`config.mk`:
```
export PLATFORM = sky130hd
export DESIGN_NAME = ibh_ram
export DESIGN_NICKNAME = d
export VERILOG_FILES = /design/src/rtl/ibh_ram.sv
export SDC_FILE = /design/constraint.sdc
export NUM_CORES = 2
export LEC_CHECK = 0
export BUFFER_PORTS_ARGS = -buffer_cell sky130_fd_sc_hd__buf_2
export CORE_MARGIN = 10
export CORE_UTILIZATION = 40
export DETAILED_ROUTE_END_ITERATION = 8
export HOLD_SLACK_MARGIN = 0.02
export PLACE_DENSITY = 0.65
export RECOVER_POWER = 25
export SYNTH_ARGS = -nofsm -noshare
export SYNTH_HDL_FRONTEND = slang
export SYNTH_SLANG_ARGS = --single-unit
```
`constraint.sdc`:
```
create_clock -name clk -period 6.1 [get_ports clk]
set_input_delay 0 -clock clk [delete_from_list [all_inputs] [get_ports clk]]
set_output_delay 0 -clock clk [all_outputs]
set_load 0.05 [all_outputs]
```
`src/rtl/ibh_ram.sv`:
```
// Generic single-write, single-read RAM with registered read data.
// No dependencies.
module ibh_ram #(
  parameter int WIDTH = 8,
  parameter int DEPTH = 256
) (
  input  logic                     clk,
  input  logic                     we,
  input  logic [$clog2(DEPTH)-1:0] waddr,
  input  logic [WIDTH-1:0]         wdata,
  input  logic [$clog2(DEPTH)-1:0] raddr,
  output logic [WIDTH-1:0]         rdata
);
  logic [WIDTH-1:0] mem [DEPTH];

  always_ff @(posedge clk) begin
    if (we) begin
      mem[waddr] <= wdata;
    end
    rdata <= mem[raddr];
  end
endmodule

```
Yosys cells after proc, flatten, opt, wreduce, memory -nomap -nowiden
Memory sizes are Yosys's and may differ from the RTL's. A register that Yosys moved wholly into a read port is not among the register bits.
Index checks and enable logic that the tools add are counted.
{"block": "word_totals", "output_inout_bits": 8, "ramBits": 2048, "ff_bits": 0, "input_bits": 26, "word_cells": 3, "mem_count": 1}
{"block": "op_classes", "muxes": 2}
{"memory": "mem", "words": 256, "width": 8, "read_ports": 1, "rd_ports_with_merged_regs": 1, "write_ports": 1, "line": "14", "rtl": "logic [WIDTH-1:0] mem [DEPTH];"}
{"op": "$mux 1", "count": 2}

Longest topological paths before layout
{"block": "logic_depth", "word_depth": 2, "mapped_depth": 11, "depth_no_buf": 6}

Least setup slack after synthesis
Ideal clock, no wire load.
{"block": "synth_timing", "kind": "input port to flip-flop", "from": "input raddr[0]", "to": "register rdata[2] (read register of mem)", "n_path_buf": 4, "arrival_ns": 1.807, "setup_time_ns": 0.131, "t_required_ns": 5.969, "setup_slack_ns": 4.162, "cell_stages": 9, "cell_sequence": "buf_6 -> buf_12 -> buf_8 -> buf_2 -> mux4_2 -> a22oi_1 -> a21oi_1 -> nor4_1 -> nor4_2"}
{"element": "start, declared", "line": "11", "rtl": "input logic [$clog2(DEPTH)-1:0] raddr,"}
{"element": "end, declared", "line": "12", "rtl": "output logic [WIDTH-1:0] rdata"}

Final worst setup path
{"block": "layout_timing", "from": "input wdata[0]", "to": "memory mem[97][0], data pin"}
{"element": "start, declared", "line": "10", "rtl": "input logic [WIDTH-1:0] wdata,"}
{"element": "end, declared", "line": "14"}
No word-level cell before the write port.

==> reports/summary.txt <==
vias in the first global route: 38424
largest family of logic cells by synthesized area: multiplexers
core area: 198000 µm²
GRT overflow: 0
remaining antenna violation count after routing: 0
R2R depth: 6
Comb pwr share: 0.048
commonest register cell after synthesis: edfxtp_1
die area: 217000 µm²
RSZ-0062 raised after global routing: no
Max Cap Viol: 4
Least-Margin Pin Slew: 4670 ps
num rows: 163
global-route wire length before repair: 276000 µm
setup_tns: 0 ps
DRT iter0 DRCs: 5014
port buffer count: 33
#FFs+latches synth: 2056
CTS tree: yes
internal reg-to-reg setup slack: 3270 ps
min-delay src: raddr[2]
distinct cell type count after synthesis: 55
Seq/Total Area, Yosys: 0.775
synthesized net count: 3759
Cells after Synth: 3733
Compound-Gate Fraction of Synth Area: 0.0342
outcome: complete, but fails checks
initial antenna violation count: 10
layout cells sized above 1: 0.209
routability cong.: 0.809
Post-Synth XOR/XNOR Area: 0
# setup viols final: 0
post-synthesis mux area share: 0.146
share of the synthesized area in the top cell type: 0.773
Power Total: 0.0286 W
WL/cell: 28.6 µm
CTS root buf: clkbuf_16
average cell area after synthesis: 21.3 µm²
Starting Density: 0.403
Worst setup endpoint: mem[97][0]
post-cts repair resize count: 0
DIE HEIGHT: 466 µm
switching part of the total: 0.217
clk_skew: 42.5 ps
worst skew pair latency: 830 ps
FF-to-FF Start: mem[43][3]
power per cell area: 323 nW/µm²
largest fanout on the critical path: 164
Syn. warnings: 0
Nets: 3849
IO Pins: 34
routed wire length: 190000 µm
DRC violations left: 0
CP startpoint kind: input port
post-layout min period: 4030 ps
crit path from: wdata[0]
Final Max Slew Viols: 486
Clock power frac: 0.406
Internal: 0.0224 W
deepest clock path buffer count: 3
Setup Crit Path Kind: in2reg
HPWL after DPL: 114000 µm
Final period util: 0.661
P_leak: 26.9 nW
Synth area leader: edfxtp_1
Die Wd: 466 µm
GRT Total Usage: 0.172
clock-pin slew on the worst setup and hold paths: 60 ps
Critical Path AT: 4520 ps
drt via density: 5.78
Hold Crit Class: in2reg
largest net degree at the start of global routing: 170
Max VDD drop: 0.312 mV
Num Clock Sinks: 2056
Pre-Repair DR Iteration Count: 5
Crit. End Element: flop
Syn-to-layout area delta: 11.4%
Final Hold Vio Count: 0
clock buffer count from CTS: 199
RR Endpoint: rdata[3]
Synth Area in Simple Gates: 0.0263
post-synthesis adder-cell area fraction: 0
Post-Syn Area: 79600 µm²
failing checks: max-capacitance violations, max-slew violations
fmax: 248 MHz
post-CTS setup buffer count: 0
Max transition margin: -2.11
sequential share of power: 0.546
Net Sw Power: 0.00621 W
ys async rst share: 0
Req. time, crit path: 6580 ps
CTS H-tree depth: 4
top cells by area, synth: edfxtp_1 77%, mux4_2 13%, mux2i_1 1.7%
EDFF count, synth: 2048
via count: 38381
## placed cells by master, fill, tap and decap left out, types with 13 or more instances in the layout
master,instances
a211oi_1,16
buf_4,68
clkbuf_16,200
nor3_1,22
edfxtp_1,2048
clkinv_2,29
nor2_1,279
nor4_1,24
mux2i_1,134
a22oi_1,133
mux4_2,454
buf_2,21
a21oi_1,96
clkinv_1,65
a221oi_1,13
nor2b_1,28
o221ai_1,46
nand2_1,33
o22ai_1,28
dlygate4sd3_1,13
nand3_1,34
clkbuf_1,51
## cell type report
cell class,count,area (µm²)
diodes,5,12.5
well taps,2640,3300
inverters,2,7.51
flip-flops and latches,2056,61700
multi-input cells,1442,16500
fillers,16336,109000
clock buffers,251,5220
clock inverters,117,925
repair buffers,122,1050
## routing by layer
metal,global-route usage,vias up,share of wire
li1,-,15886,-
met1,0.242,20498,0.41
met2,0.270,1706,0.48
met3,0.0349,291,0.084
met4,0.0511,0,0.030
met5,0,-,0
## cell families after synthesis
group,count (synthesis)
DFF,2056
muxes,591
and+or+nand+nor,466
AOI/OAI and AO/OA,385
buffers and inverters,235
## stage by stage
stage          std cells  worst slack (ps)  utilization  hold WS [ps]  instance area [µm²]
2_1_floorplan       3733              4160            -          98.9                79600
3_3_place_gp        6249              2250        0.417           522                82400
3_5_place_dp        6249              2220        0.417           529                82400
4_1_cts             6630              2840        0.449           198                88700
5_1_grt             6632              1690        0.449           273                88700
6_report            6635              2070        0.449           265                88700
## critical path, stage by stage
cell and delay [ps]:
dlygate4sd3_1 530, clkbuf_1 3240, buf_12 560
## power by group through the flow
stage / combinational, W / clock, W / sequential (W)
floorplan: 0.000757 / 0 / 0.0159
CTS: 0.00139 / 0.0118 / 0.0156
finish: 0.00138 / 0.0116 / 0.0156
global route: 0.00146 / 0.0124 / 0.0156
detailed placement: 0.00138 / 0 / 0.0159
global placement: 0.00136 / 0 / 0.0159
## synth_stat cells (all sizes together), types with 4 or more instances
| cell | n |
|---|---|
| o32ai | 5 |
| mux2i | 134 |
| or2 | 4 |
| nand4 | 10 |
| nor3 | 22 |
| mux4 | 456 |
| a22o | 8 |
| clkbuf | 111 |
| o221ai | 47 |
| nor2b | 31 |
| a21oi | 96 |
| nand3 | 34 |
| nor4 | 27 |
| dfxtp | 8 |
| and2 | 6 |
| o22ai | 28 |
| edfxtp | 2048 |
| nand2 | 33 |
| o22a | 5 |
| a211oi | 16 |
| nand2b | 8 |
| o211ai | 10 |
| o21ai | 12 |
| a221oi | 14 |
| buf | 122 |
| nor2 | 282 |
| a22oi | 133 |
| a2111oi | 5 |
## flip-flops by register name (all words and copies together) (netlist names)
name   count
mem     2048
rdata      8
## timing repair
item,in CTS,in global routing
hold endpoints to repair,1110,0
endpoints found under the setup margin,0,0
hold buffers,13,0
## worst min path at each step
stage | to | slack [ps] | cells after the start
2_1_floorplan | mem[0][0] | 100 | 0
3_3_place_gp | rdata[3] | 520 | 1
3_5_place_dp | rdata[3] | 530 | 1
4_1_cts | rdata[6] | 200 | 6
5_1_grt | rdata[6] | 270 | 6
6_report | rdata[6] | 270 | 6
(Power assumes the default switching activity.)
